**src/rtl/gsde_pkg.sv**
```systemverilog
// gsde_pkg: shared types and constants of the differential gas sensor front end
// used by every module of the block; depends on nothing

package gsde_pkg;

   localparam int SAMPLE_BITS = 12;
   localparam int COUNT_W     = 8;
   localparam int ACC_W       = SAMPLE_BITS + COUNT_W;
   localparam int DIV_CNT_W   = $clog2(ACC_W + 1);
   localparam int MV_W        = 11;
   localparam int MVX_W       = SAMPLE_BITS + MV_W;
   localparam int PPM_W       = 32;
   localparam int ALPHA_W     = 17;
   localparam int ALPHA_FRAC  = 16;
   localparam int SUM_W       = PPM_W + ALPHA_FRAC;
   localparam int MUL_A_W     = 32;
   localparam int MUL_B_W     = 17;
   localparam int PROD_W      = MUL_A_W + MUL_B_W;

   localparam int MV_FULL     = 1250;
   localparam int FULL_SCALE  = (1 << SAMPLE_BITS) - 1;
   // (2^S + 1) * (2^S - 1) = 2^2S - 1, so x * RECIP >> 2S is floor(x / FULL_SCALE) or one less
   localparam int RECIP       = FULL_SCALE + 2;
   localparam int RECIP_SHIFT = 2 * SAMPLE_BITS;
   localparam int ALPHA_ONE   = 1 << ALPHA_FRAC;

   localparam int CSR_IDX_W   = 2;
   localparam int CSR_DATA_W  = 32;

   localparam logic [CSR_IDX_W-1:0] CSR_SAMPLES_PER_GROUP = 2'd0;
   localparam logic [CSR_IDX_W-1:0] CSR_PPM_GAIN          = 2'd1;
   localparam logic [CSR_IDX_W-1:0] CSR_SMOOTHING_ALPHA   = 2'd2;

   localparam logic [COUNT_W-1:0] SPG_RESET  = 8'd1;
   localparam logic [PPM_W-1:0]   GAIN_RESET = 32'd65536;

   typedef struct packed {
      logic [SAMPLE_BITS-1:0] vout_sample;
      logic [SAMPLE_BITS-1:0] vref_sample;
      logic                   sample_error;
   } gsde_req_type;

   typedef struct packed {
      logic [SAMPLE_BITS-1:0] vout_raw_avg;
      logic [SAMPLE_BITS-1:0] vref_raw_avg;
      logic [MV_W-1:0]        vout_mv;
      logic [MV_W-1:0]        vref_mv;
      logic [PPM_W-1:0]       co_ppm;
      logic                   data_valid;
   } gsde_rsp_type;

endpackage

```
**src/rtl/gsde_div.sv**
```systemverilog
// gsde_div: restoring divider, one quotient bit per cycle
// divides a channel sum by the group size; uses gsde_pkg

module gsde_div
   import gsde_pkg::*;
(
   input  logic               clock,
   input  logic               reset,
   input  logic               start,
   input  logic [ACC_W-1:0]   dividend,
   input  logic [COUNT_W-1:0] divisor,
   output logic               done,
   output logic [ACC_W-1:0]   quotient
);

   logic                 busy_ff, busy_in;
   logic                 done_ff, done_in;
   logic [DIV_CNT_W-1:0] cnt_ff, cnt_in;
   logic [ACC_W-1:0]     quo_ff, quo_in;
   logic [COUNT_W-1:0]   rem_ff, rem_in;
   logic [COUNT_W-1:0]   dsr_ff, dsr_in;
   logic [COUNT_W:0]     shifted;
   logic [COUNT_W:0]     diff;
   logic                 ge;

   assign shifted = {rem_ff, quo_ff[ACC_W-1]};
   assign ge      = shifted >= {1'b0, dsr_ff};
   assign diff    = shifted - {1'b0, dsr_ff};

   always_comb begin
      busy_in = busy_ff;
      done_in = 1'b0;
      cnt_in  = cnt_ff;
      quo_in  = quo_ff;
      rem_in  = rem_ff;
      dsr_in  = dsr_ff;
      if (start) begin
         busy_in = 1'b1;
         cnt_in  = DIV_CNT_W'(ACC_W);
         quo_in  = dividend;
         rem_in  = '0;
         dsr_in  = divisor;
      end else if (busy_ff) begin
         quo_in = {quo_ff[ACC_W-2:0], ge};
         rem_in = ge ? diff[COUNT_W-1:0] : shifted[COUNT_W-1:0];
         cnt_in = cnt_ff - 1'b1;
         if (cnt_ff == DIV_CNT_W'(1)) begin
            busy_in = 1'b0;
            done_in = 1'b1;
         end
      end
   end

   always_ff @(posedge clock) begin
      if (reset) begin
         busy_ff <= 1'b0;
         done_ff <= 1'b0;
         cnt_ff  <= '0;
      end else begin
         busy_ff <= busy_in;
         done_ff <= done_in;
         cnt_ff  <= cnt_in;
      end
      quo_ff <= quo_in;
      rem_ff <= rem_in;
      dsr_ff <= dsr_in;
   end

   assign done     = done_ff;
   assign quotient = quo_ff;

endmodule

```
**src/rtl/gsde_mul.sv**
```systemverilog
// gsde_mul: shared 32 x 17 multiplier with registered product
// serves millivolt scaling, gain and smoothing steps; uses gsde_pkg

module gsde_mul
   import gsde_pkg::*;
(
   input  logic               clock,
   input  logic [MUL_A_W-1:0] op_a,
   input  logic [MUL_B_W-1:0] op_b,
   output logic [PROD_W-1:0]  prod
);

   logic [PROD_W-1:0] prod_ff, prod_in;

   assign prod_in = {{MUL_B_W{1'b0}}, op_a} * {{MUL_A_W{1'b0}}, op_b};

   always_ff @(posedge clock) begin
      prod_ff <= prod_in;
   end

   assign prod = prod_ff;

endmodule

```
**src/rtl/gas_sensor_differential_ema.sv**
```systemverilog
// Differential gas sensor front end: sums paired output and reference counts over a group,
// then averages, converts to millivolts, scales to Q16.16 ppm and smooths. A pair that does
// not close a group is added to the sums without holding the input off. A pair that closes
// a group holds the input off until its result reaches the output register; smoothing is
// skipped when off or not yet seeded. The two 20-step divisions of the channel sums by the
// group size run in gsde_div, each started in S_DIV_GO and awaited in S_DIV_WAIT. The rest
// run one after another through the single gsde_mul multiplier: millivolt conversion in
// S_MV1 to S_MV4 per channel, the gain product in S_PPM1 and S_PPM2, smoothing in S_EMA1
// and S_EMA2, then S_OUT loads the output register. The result sits there and new pairs are
// taken meanwhile; a later group waits in S_OUT until the register is free. A failed-read
// group goes straight to S_OUT with data_valid low. Uses gsde_pkg, gsde_div and gsde_mul.

module gas_sensor_differential_ema
   import gsde_pkg::*;
(
   input  logic                  clock,
   input  logic                  reset,
   input  logic                  req_valid,
   output logic                  req_stall,
   input  gsde_req_type          req_data,
   output logic                  rsp_valid,
   input  logic                  rsp_stall,
   output gsde_rsp_type          rsp_data,
   input  logic                  csr_valid,
   output logic                  csr_ready,
   input  logic [CSR_IDX_W-1:0]  csr_index,
   input  logic [CSR_DATA_W-1:0] csr_data
);

   typedef enum logic [3:0] {
      S_IDLE,
      S_DIV_GO,
      S_DIV_WAIT,
      S_MV1,
      S_MV2,
      S_MV3,
      S_MV4,
      S_PPM1,
      S_PPM2,
      S_EMA1,
      S_EMA2,
      S_OUT
   } state_type;

   // configuration
   logic [COUNT_W-1:0] spg_ff, spg_in;
   logic [PPM_W-1:0]   gain_ff, gain_in;
   logic [ALPHA_W-1:0] alpha_ff, alpha_in;

   // sequencer and working registers
   state_type              state_ff, state_in;
   logic                   ch_ff, ch_in;
   logic [COUNT_W-1:0]     count_ff, count_in;
   logic [ACC_W-1:0]       vout_acc_ff, vout_acc_in;
   logic [ACC_W-1:0]       vref_acc_ff, vref_acc_in;
   logic                   gerr_ff, gerr_in;
   logic [PPM_W-1:0]       smoothed_ff, smoothed_in;
   logic                   seeded_ff, seeded_in;
   logic [SAMPLE_BITS-1:0] avg_o_ff, avg_o_in;
   logic [SAMPLE_BITS-1:0] avg_r_ff, avg_r_in;
   logic [MV_W-1:0]        mv_o_ff, mv_o_in;
   logic [MV_W-1:0]        mv_r_ff, mv_r_in;
   logic [MVX_W-1:0]       x_ff, x_in;
   logic [MV_W-1:0]        q_ff, q_in;
   logic [PPM_W-1:0]       p_ff, p_in;
   logic [SUM_W-1:0]       sum_ff, sum_in;
   logic                   dv_ff, dv_in;
   logic                   rsp_valid_ff, rsp_valid_in;
   gsde_rsp_type           rsp_data_ff, rsp_data_in;

   logic                   req_fire;
   logic [COUNT_W-1:0]     n_eff;
   logic [COUNT_W-1:0]     count_next;
   logic [ACC_W-1:0]       vout_sum, vref_sum;
   logic [ALPHA_W-1:0]     a_eff;
   logic [MVX_W-1:0]       mv_rem;
   logic [MV_W-1:0]        mv_fix;
   logic [SUM_W-1:0]       ema_sum;

   logic                   div_start;
   logic [ACC_W-1:0]       div_dividend;
   logic                   div_done;
   logic [ACC_W-1:0]       div_quotient;
   logic [MUL_A_W-1:0]     mul_a;
   logic [MUL_B_W-1:0]     mul_b;
   logic [PROD_W-1:0]      prod;

   gsde_div u_div (
      .clock    (clock),
      .reset    (reset),
      .start    (div_start),
      .dividend (div_dividend),
      .divisor  (count_ff),
      .done     (div_done),
      .quotient (div_quotient)
   );

   gsde_mul u_mul (
      .clock (clock),
      .op_a  (mul_a),
      .op_b  (mul_b),
      .prod  (prod)
   );

   // configuration writes
   assign csr_ready = 1'b1;

   always_comb begin
      spg_in   = spg_ff;
      gain_in  = gain_ff;
      alpha_in = alpha_ff;
      if (csr_valid) begin
         case (csr_index)
            CSR_SAMPLES_PER_GROUP: spg_in   = csr_data[COUNT_W-1:0];
            CSR_PPM_GAIN:          gain_in  = csr_data[PPM_W-1:0];
            CSR_SMOOTHING_ALPHA:   alpha_in = csr_data[ALPHA_W-1:0];
            default:               spg_in   = spg_ff;
         endcase
      end
   end

   always_ff @(posedge clock) begin
      if (reset) begin
         spg_ff   <= SPG_RESET;
         gain_ff  <= GAIN_RESET;
         alpha_ff <= '0;
      end else begin
         spg_ff   <= spg_in;
         gain_ff  <= gain_in;
         alpha_ff <= alpha_in;
      end
   end

   // datapath helpers
   assign req_stall  = (state_ff != S_IDLE);
   assign req_fire   = req_valid && !req_stall;
   assign n_eff      = (spg_ff == '0) ? COUNT_W'(1) : spg_ff;
   assign count_next = count_ff + 1'b1;
   assign vout_sum   = vout_acc_ff + ACC_W'(req_data.vout_sample);
   assign vref_sum   = vref_acc_ff + ACC_W'(req_data.vref_sample);
   assign a_eff      = (alpha_ff > ALPHA_W'(ALPHA_ONE)) ? ALPHA_W'(ALPHA_ONE) : alpha_ff;
   assign mv_rem     = x_ff - prod[MVX_W-1:0];
   assign mv_fix     = q_ff + MV_W'(mv_rem >= MVX_W'(FULL_SCALE));
   assign ema_sum    = sum_ff + prod[SUM_W-1:0];

   assign div_start    = (state_ff == S_DIV_GO);
   assign div_dividend = ch_ff ? vref_acc_ff : vout_acc_ff;

   // shared multiplier operands
   always_comb begin
      mul_a = '0;
      mul_b = '0;
      case (state_ff)
         S_MV1: begin
            mul_a = MUL_A_W'(ch_ff ? avg_r_ff : avg_o_ff);
            mul_b = MUL_B_W'(MV_FULL);
         end
         S_MV2: begin
            mul_a = MUL_A_W'(prod[MVX_W-1:0]);
            mul_b = MUL_B_W'(RECIP);
         end
         S_MV3: begin
            mul_a = MUL_A_W'(prod[RECIP_SHIFT +: MV_W]);
            mul_b = MUL_B_W'(FULL_SCALE);
         end
         S_PPM1: begin
            mul_a = gain_ff;
            mul_b = (mv_o_ff > mv_r_ff) ? MUL_B_W'(mv_o_ff - mv_r_ff) : '0;
         end
         S_PPM2: begin
            mul_a = smoothed_ff;
            mul_b = MUL_B_W'(ALPHA_ONE) - MUL_B_W'(a_eff);
         end
         S_EMA1: begin
            mul_a = p_ff;
            mul_b = MUL_B_W'(a_eff);
         end
         default: begin
            mul_a = '0;
            mul_b = '0;
         end
      endcase
   end

   // sequencer
   always_comb begin
      state_in     = state_ff;
      ch_in        = ch_ff;
      count_in     = count_ff;
      vout_acc_in  = vout_acc_ff;
      vref_acc_in  = vref_acc_ff;
      gerr_in      = gerr_ff;
      smoothed_in  = smoothed_ff;
      seeded_in    = seeded_ff;
      avg_o_in     = avg_o_ff;
      avg_r_in     = avg_r_ff;
      mv_o_in      = mv_o_ff;
      mv_r_in      = mv_r_ff;
      x_in         = x_ff;
      q_in         = q_ff;
      p_in         = p_ff;
      sum_in       = sum_ff;
      dv_in        = dv_ff;
      rsp_valid_in = rsp_valid_ff && rsp_stall;
      rsp_data_in  = rsp_data_ff;

      case (state_ff)
         S_IDLE: begin
            if (req_fire) begin
               if (count_next >= n_eff) begin
                  if (gerr_ff || req_data.sample_error) begin
                     avg_o_in    = '0;
                     avg_r_in    = '0;
                     mv_o_in     = '0;
                     mv_r_in     = '0;
                     dv_in       = 1'b0;
                     count_in    = '0;
                     vout_acc_in = '0;
                     vref_acc_in = '0;
                     gerr_in     = 1'b0;
                     state_in    = S_OUT;
                  end else begin
                     count_in    = count_next;
                     vout_acc_in = vout_sum;
                     vref_acc_in = vref_sum;
                     ch_in       = 1'b0;
                     state_in    = S_DIV_GO;
                  end
               end else begin
                  count_in    = count_next;
                  vout_acc_in = vout_sum;
                  vref_acc_in = vref_sum;
                  gerr_in     = gerr_ff || req_data.sample_error;
               end
            end
         end
         S_DIV_GO: begin
            state_in = S_DIV_WAIT;
         end
         S_DIV_WAIT: begin
            if (div_done) begin
               if (ch_ff) begin
                  avg_r_in    = div_quotient[SAMPLE_BITS-1:0];
                  count_in    = '0;
                  vout_acc_in = '0;
                  vref_acc_in = '0;
                  gerr_in     = 1'b0;
                  ch_in       = 1'b0;
                  state_in    = S_MV1;
               end else begin
                  avg_o_in = div_quotient[SAMPLE_BITS-1:0];
                  ch_in    = 1'b1;
                  state_in = S_DIV_GO;
               end
            end
         end
         S_MV1: begin
            state_in = S_MV2;
         end
         S_MV2: begin
            x_in     = prod[MVX_W-1:0];
            state_in = S_MV3;
         end
         S_MV3: begin
            q_in     = prod[RECIP_SHIFT +: MV_W];
            state_in = S_MV4;
         end
         S_MV4: begin
            if (ch_ff) begin
               mv_r_in  = mv_fix;
               ch_in    = 1'b0;
               state_in = S_PPM1;
            end else begin
               mv_o_in  = mv_fix;
               ch_in    = 1'b1;
               state_in = S_MV1;
            end
         end
         S_PPM1: begin
            state_in = S_PPM2;
         end
         S_PPM2: begin
            p_in  = (|prod[PROD_W-1:PPM_W]) ? '1 : prod[PPM_W-1:0];
            dv_in = 1'b1;
            if ((a_eff != '0) && seeded_ff) begin
               state_in = S_EMA1;
            end else begin
               smoothed_in = (|prod[PROD_W-1:PPM_W]) ? '1 : prod[PPM_W-1:0];
               seeded_in   = 1'b1;
               state_in    = S_OUT;
            end
         end
         S_EMA1: begin
            sum_in   = prod[SUM_W-1:0];
            state_in = S_EMA2;
         end
         S_EMA2: begin
            smoothed_in = ema_sum[ALPHA_FRAC +: PPM_W];
            state_in    = S_OUT;
         end
         S_OUT: begin
            if (!rsp_valid_ff || !rsp_stall) begin
               rsp_valid_in             = 1'b1;
               rsp_data_in.vout_raw_avg = avg_o_ff;
               rsp_data_in.vref_raw_avg = avg_r_ff;
               rsp_data_in.vout_mv      = mv_o_ff;
               rsp_data_in.vref_mv      = mv_r_ff;
               rsp_data_in.co_ppm       = smoothed_ff;
               rsp_data_in.data_valid   = dv_ff;
               state_in                 = S_IDLE;
            end
         end
         default: begin
            state_in = S_IDLE;
         end
      endcase
   end

   always_ff @(posedge clock) begin
      if (reset) begin
         state_ff     <= S_IDLE;
         ch_ff        <= 1'b0;
         count_ff     <= '0;
         vout_acc_ff  <= '0;
         vref_acc_ff  <= '0;
         gerr_ff      <= 1'b0;
         smoothed_ff  <= '0;
         seeded_ff    <= 1'b0;
         rsp_valid_ff <= 1'b0;
      end else begin
         state_ff     <= state_in;
         ch_ff        <= ch_in;
         count_ff     <= count_in;
         vout_acc_ff  <= vout_acc_in;
         vref_acc_ff  <= vref_acc_in;
         gerr_ff      <= gerr_in;
         smoothed_ff  <= smoothed_in;
         seeded_ff    <= seeded_in;
         rsp_valid_ff <= rsp_valid_in;
      end
      avg_o_ff    <= avg_o_in;
      avg_r_ff    <= avg_r_in;
      mv_o_ff     <= mv_o_in;
      mv_r_ff     <= mv_r_in;
      x_ff        <= x_in;
      q_ff        <= q_in;
      p_ff        <= p_in;
      sum_ff      <= sum_in;
      dv_ff       <= dv_in;
      rsp_data_ff <= rsp_data_in;
   end

   assign rsp_valid = rsp_valid_ff;
   assign rsp_data  = rsp_data_ff;

endmodule

```
**config.mk**
```make
export PLATFORM = sky130hd
export DESIGN_NAME = gas_sensor_differential_ema
export DESIGN_NICKNAME = d
export VERILOG_FILES = /design/src/rtl/gsde_pkg.sv /design/src/rtl/gsde_div.sv /design/src/rtl/gsde_mul.sv /design/src/rtl/gas_sensor_differential_ema.sv
export SDC_FILE = /design/constraint.sdc
export NUM_CORES = 2
export LEC_CHECK = 0
export BUFFER_PORTS_ARGS = -buffer_cell sky130_fd_sc_hd__buf_2
export CORE_UTILIZATION = 65
export DETAILED_ROUTE_END_ITERATION = 7
export MAX_ROUTING_LAYER = met4
export PLACE_DENSITY = 0.86
export SLEW_MARGIN = 30
export SYNTH_ARGS = -nofsm -noshare
export SYNTH_HDL_FRONTEND = slang
export SYNTH_SLANG_ARGS = --single-unit
```
**constraint.sdc**
```tcl
create_clock -name clock -period 14.5 [get_ports clock]
set_input_delay 2.9 -clock clock [delete_from_list [all_inputs] [get_ports clock]]
set_output_delay 2.9 -clock clock [all_outputs]
set_load 0.05 [all_outputs]
```
==> metrics.txt <==
run status=finished, final reports clean; Max-Cap Viols=0; largest net degree at the start of global routing=88; clk slew on worst S/H paths=0.06 ns; Pleak=19.62 nW; Mapped Cells=4331; HP Class=register to register; DRC violations left=0; filler instances=4352; top cells by area, synth=fa_1 23%, edfxtp_1 20%, dfxtp_1 10%; # setup viols final=0; number of synthesized flops with an enable pin=268; main flop type after synthesis=edfxtp_1; CTS tree=built; Tot GR Track Use=0.3930; grt ovf=0; DR vias/cell=6.272; met2 Track Usage GR=0.5905; synth warn=0; ys async rst share=0; f_max=94.90 MHz; hold buffer count at CTS=0; Reg2Reg Depth=38; CP max FO=23; Die Y=251.0 µm; arrival time at the worst endpoint=11.08 ns; number of cells on the critical path=38; initial antenna violation count=5; delay of the slowest critical-path stage=0.68 ns; core region area=60810 µm²; Tmin final=10.54 ns; r2r setup slk=3.96 ns; GPL Wtd Cong=1.043; Synth Area per Inst=9.304 µm²; Worst slew margin=0.3297; Synth cell types=91; Vias=32720; Num CTS Buffers=47; Reg-to-Reg Start=mv_o_ff[0]; synth-to-layout area growth=7.713%; Synth Register Bits=477; cell taking the most area after synthesis=fa_1; gr busiest metal=met2; multi-input logic area=25080 µm²; met3 Usage GRT=0.09526; critical path type=register to register; I/O Buffers=144; Slowest-stage cell, CP=a21oi_1; share of cells above drive strength 1=0.07633; placed inst area=41840 µm²; critical path required time=15.04 ns; H-Tree Depth=2; count leader, synth=nand2_1; starting density of the core=0.6626; hold wc startpoint=avg_r_ff[10]; crit start category=register; setup tns final=0 ns; ANT nets after route=0; vias in the first global route=32330; post-synth top area share=0.2256; detailed router's first-iteration violation count=4066; most instantiated cells after synthesis=657 x nand2_1, 614 x inv_1, 454 x fa_1, 385 x nor2_1, 268 x edfxtp_1; hold endpoint=rsp_data[65]; worst vdd ir=0.0001359 V; die width=251.0 µm; detailed placement HPWL=90770 µm; drt first pass iters=6; DRT Wirelength=118300 µm; Reg area=12230 µm²; row count=90; Avg WL per Cell=22.68 µm; CP endpoint kind=register; CP Buf/Inv Count=7; post-route design area=43400 µm²; clock sink count=477; IO Count=146; worst hold path cell count=0; synthesized area=40290 µm²; maximum clock insertion buffer count=3; CTS resizes=0; RSZ-0062 raised after global routing=no; worst-margin pin slew=1.005 ns; CP top delay family=compound AO/OA/AOI/OAI gates; PD cells=128.3 nW/µm²; die area=62990 µm²; post-synthesis sequential area ratio=0.3036; clock skew=0.02970 ns; met1 usage in global routing=0.5032; Final Cycle Share=0.7267; Final Hold Viols=0; clock latency on the worst-skew pair=0.62 ns; Post-Syn Nets=5098; worst r2r dst=u_mul.prod[45]; Final Max Slew Viols=0; Post-CTS Setup Bufs=0; Root Buffer=clkbuf_16; first-pass GRT wire length=183700 µm; Post-layout nets=5157
-- logic make-up (layout without fill, tap and decap cells) --
family,after synthesis,in the layout,share of synthesized area
buffers and inverters,815,912,0.07679
flip-flops,477,477,0.3036
adder cells (fa/ha/maj),703,703,0.3029
AND/OR/NAND/NOR,1401,1401,0.1534
other,1,8,0.00009307
AO/OA/AOI/OAI,733,733,0.1170
XOR/XNOR,132,132,0.02869
multiplexers,69,69,0.01758
-- per-layer routing --
layer	wire length, µm	share of wire
met1	44570	0.38
met3	14620	0.12
met2	52490	0.44
met4	6657	0.056
met5	0	0
-- layout by cell type, fill, tap and decap left out, types with 24 or more instances in the layout --
cell type,synthesis,layout
buf_2,16,145
fa_1,454,454
dfxtp_1,209,207
o21ai_0,120,120
nor2_1,385,378
edfxtp_1,268,268
a21oi_1,259,255
nand2b_1,42,42
nand4_1,35,35
nand2_1,657,656
a21o_1,100,100
ha_1,249,249
nor3_1,36,36
and2_1,57,57
and3_1,33,33
buf_4,2,63
mux2i_1,55,55
clkbuf_16,0,47
nor2b_1,24,24
xor2_1,49,49
nand3_1,42,42
inv_1,614,614
xnor2_1,83,83
-- state kept, by name, summed over array words and instances (netlist names), 12 cells and up --
| name | count |
|---|---|
| alpha_ff | 17 |
| avg_o_ff | 12 |
| avg_r_ff | 12 |
| gain_ff | 32 |
| p_ff | 32 |
| rsp_data | 79 |
| smoothed_ff | 32 |
| sum_ff | 48 |
| u_div.quotient | 20 |
| u_mul.prod | 49 |
| vout_acc_ff | 20 |
| vref_acc_ff | 20 |
| x_ff | 23 |
-- worst max path at each step --
stage / start / end / slack [ns]
4_1_cts: mv_o_ff[0] / u_mul.prod[45] / 4.24
5_1_grt: mv_o_ff[0] / u_mul.prod[45] / 3.42
3_5_place_dp: mv_o_ff[0] / u_mul.prod[45] / 4.30
2_1_floorplan: state_ff[2] / u_mul.prod[45] / 5.18
3_3_place_gp: mv_o_ff[0] / u_mul.prod[45] / 4.25
6_report: mv_o_ff[0] / u_mul.prod[45] / 3.96
-- metrics by stage --
| stage | util | setup WS, ns | hold WS [ns] | instances | power, mW |
|---|---|---|---|---|---|
| after floorplan | - | 5.178 | 0.4003 | 4331 | 3.408 |
| after global placement | 0.6869 | 4.248 | 0.4242 | 5118 | 4.142 |
| after detailed placement | 0.6880 | 4.302 | 0.4271 | 5123 | 4.222 |
| after CTS | 0.7133 | 4.238 | 0.4376 | 5210 | 5.463 |
| after global routing | 0.7137 | 3.417 | 0.4567 | 5215 | 5.774 |
| final | 0.7137 | 3.962 | 0.4399 | 5217 | 5.567 |
-- power breakdown --
group | internal, mW | switching [mW] | leakage [nW] | total [mW]
Sequential | 1.81 | 0.256 | 4.17 | 2.07
Combinational | 0.694 | 1.55 | 14.7 | 2.25
Clock | 0.688 | 0.559 | 0.736 | 1.25
Total | 3.20 | 2.37 | 19.6 | 5.57
-- area by class of cell --
class,instances,share of cell area
timing repair buffer,211,0.02871
clock buffer,55,0.02848
multi-input combinational,3039,0.5779
sequential,477,0.2819
antenna,7,0.0004036
tap,782,0.02254
clock inverter,32,0.006976
inverter,614,0.05310
No activity file was read; power rests on OpenSTA's default activity.
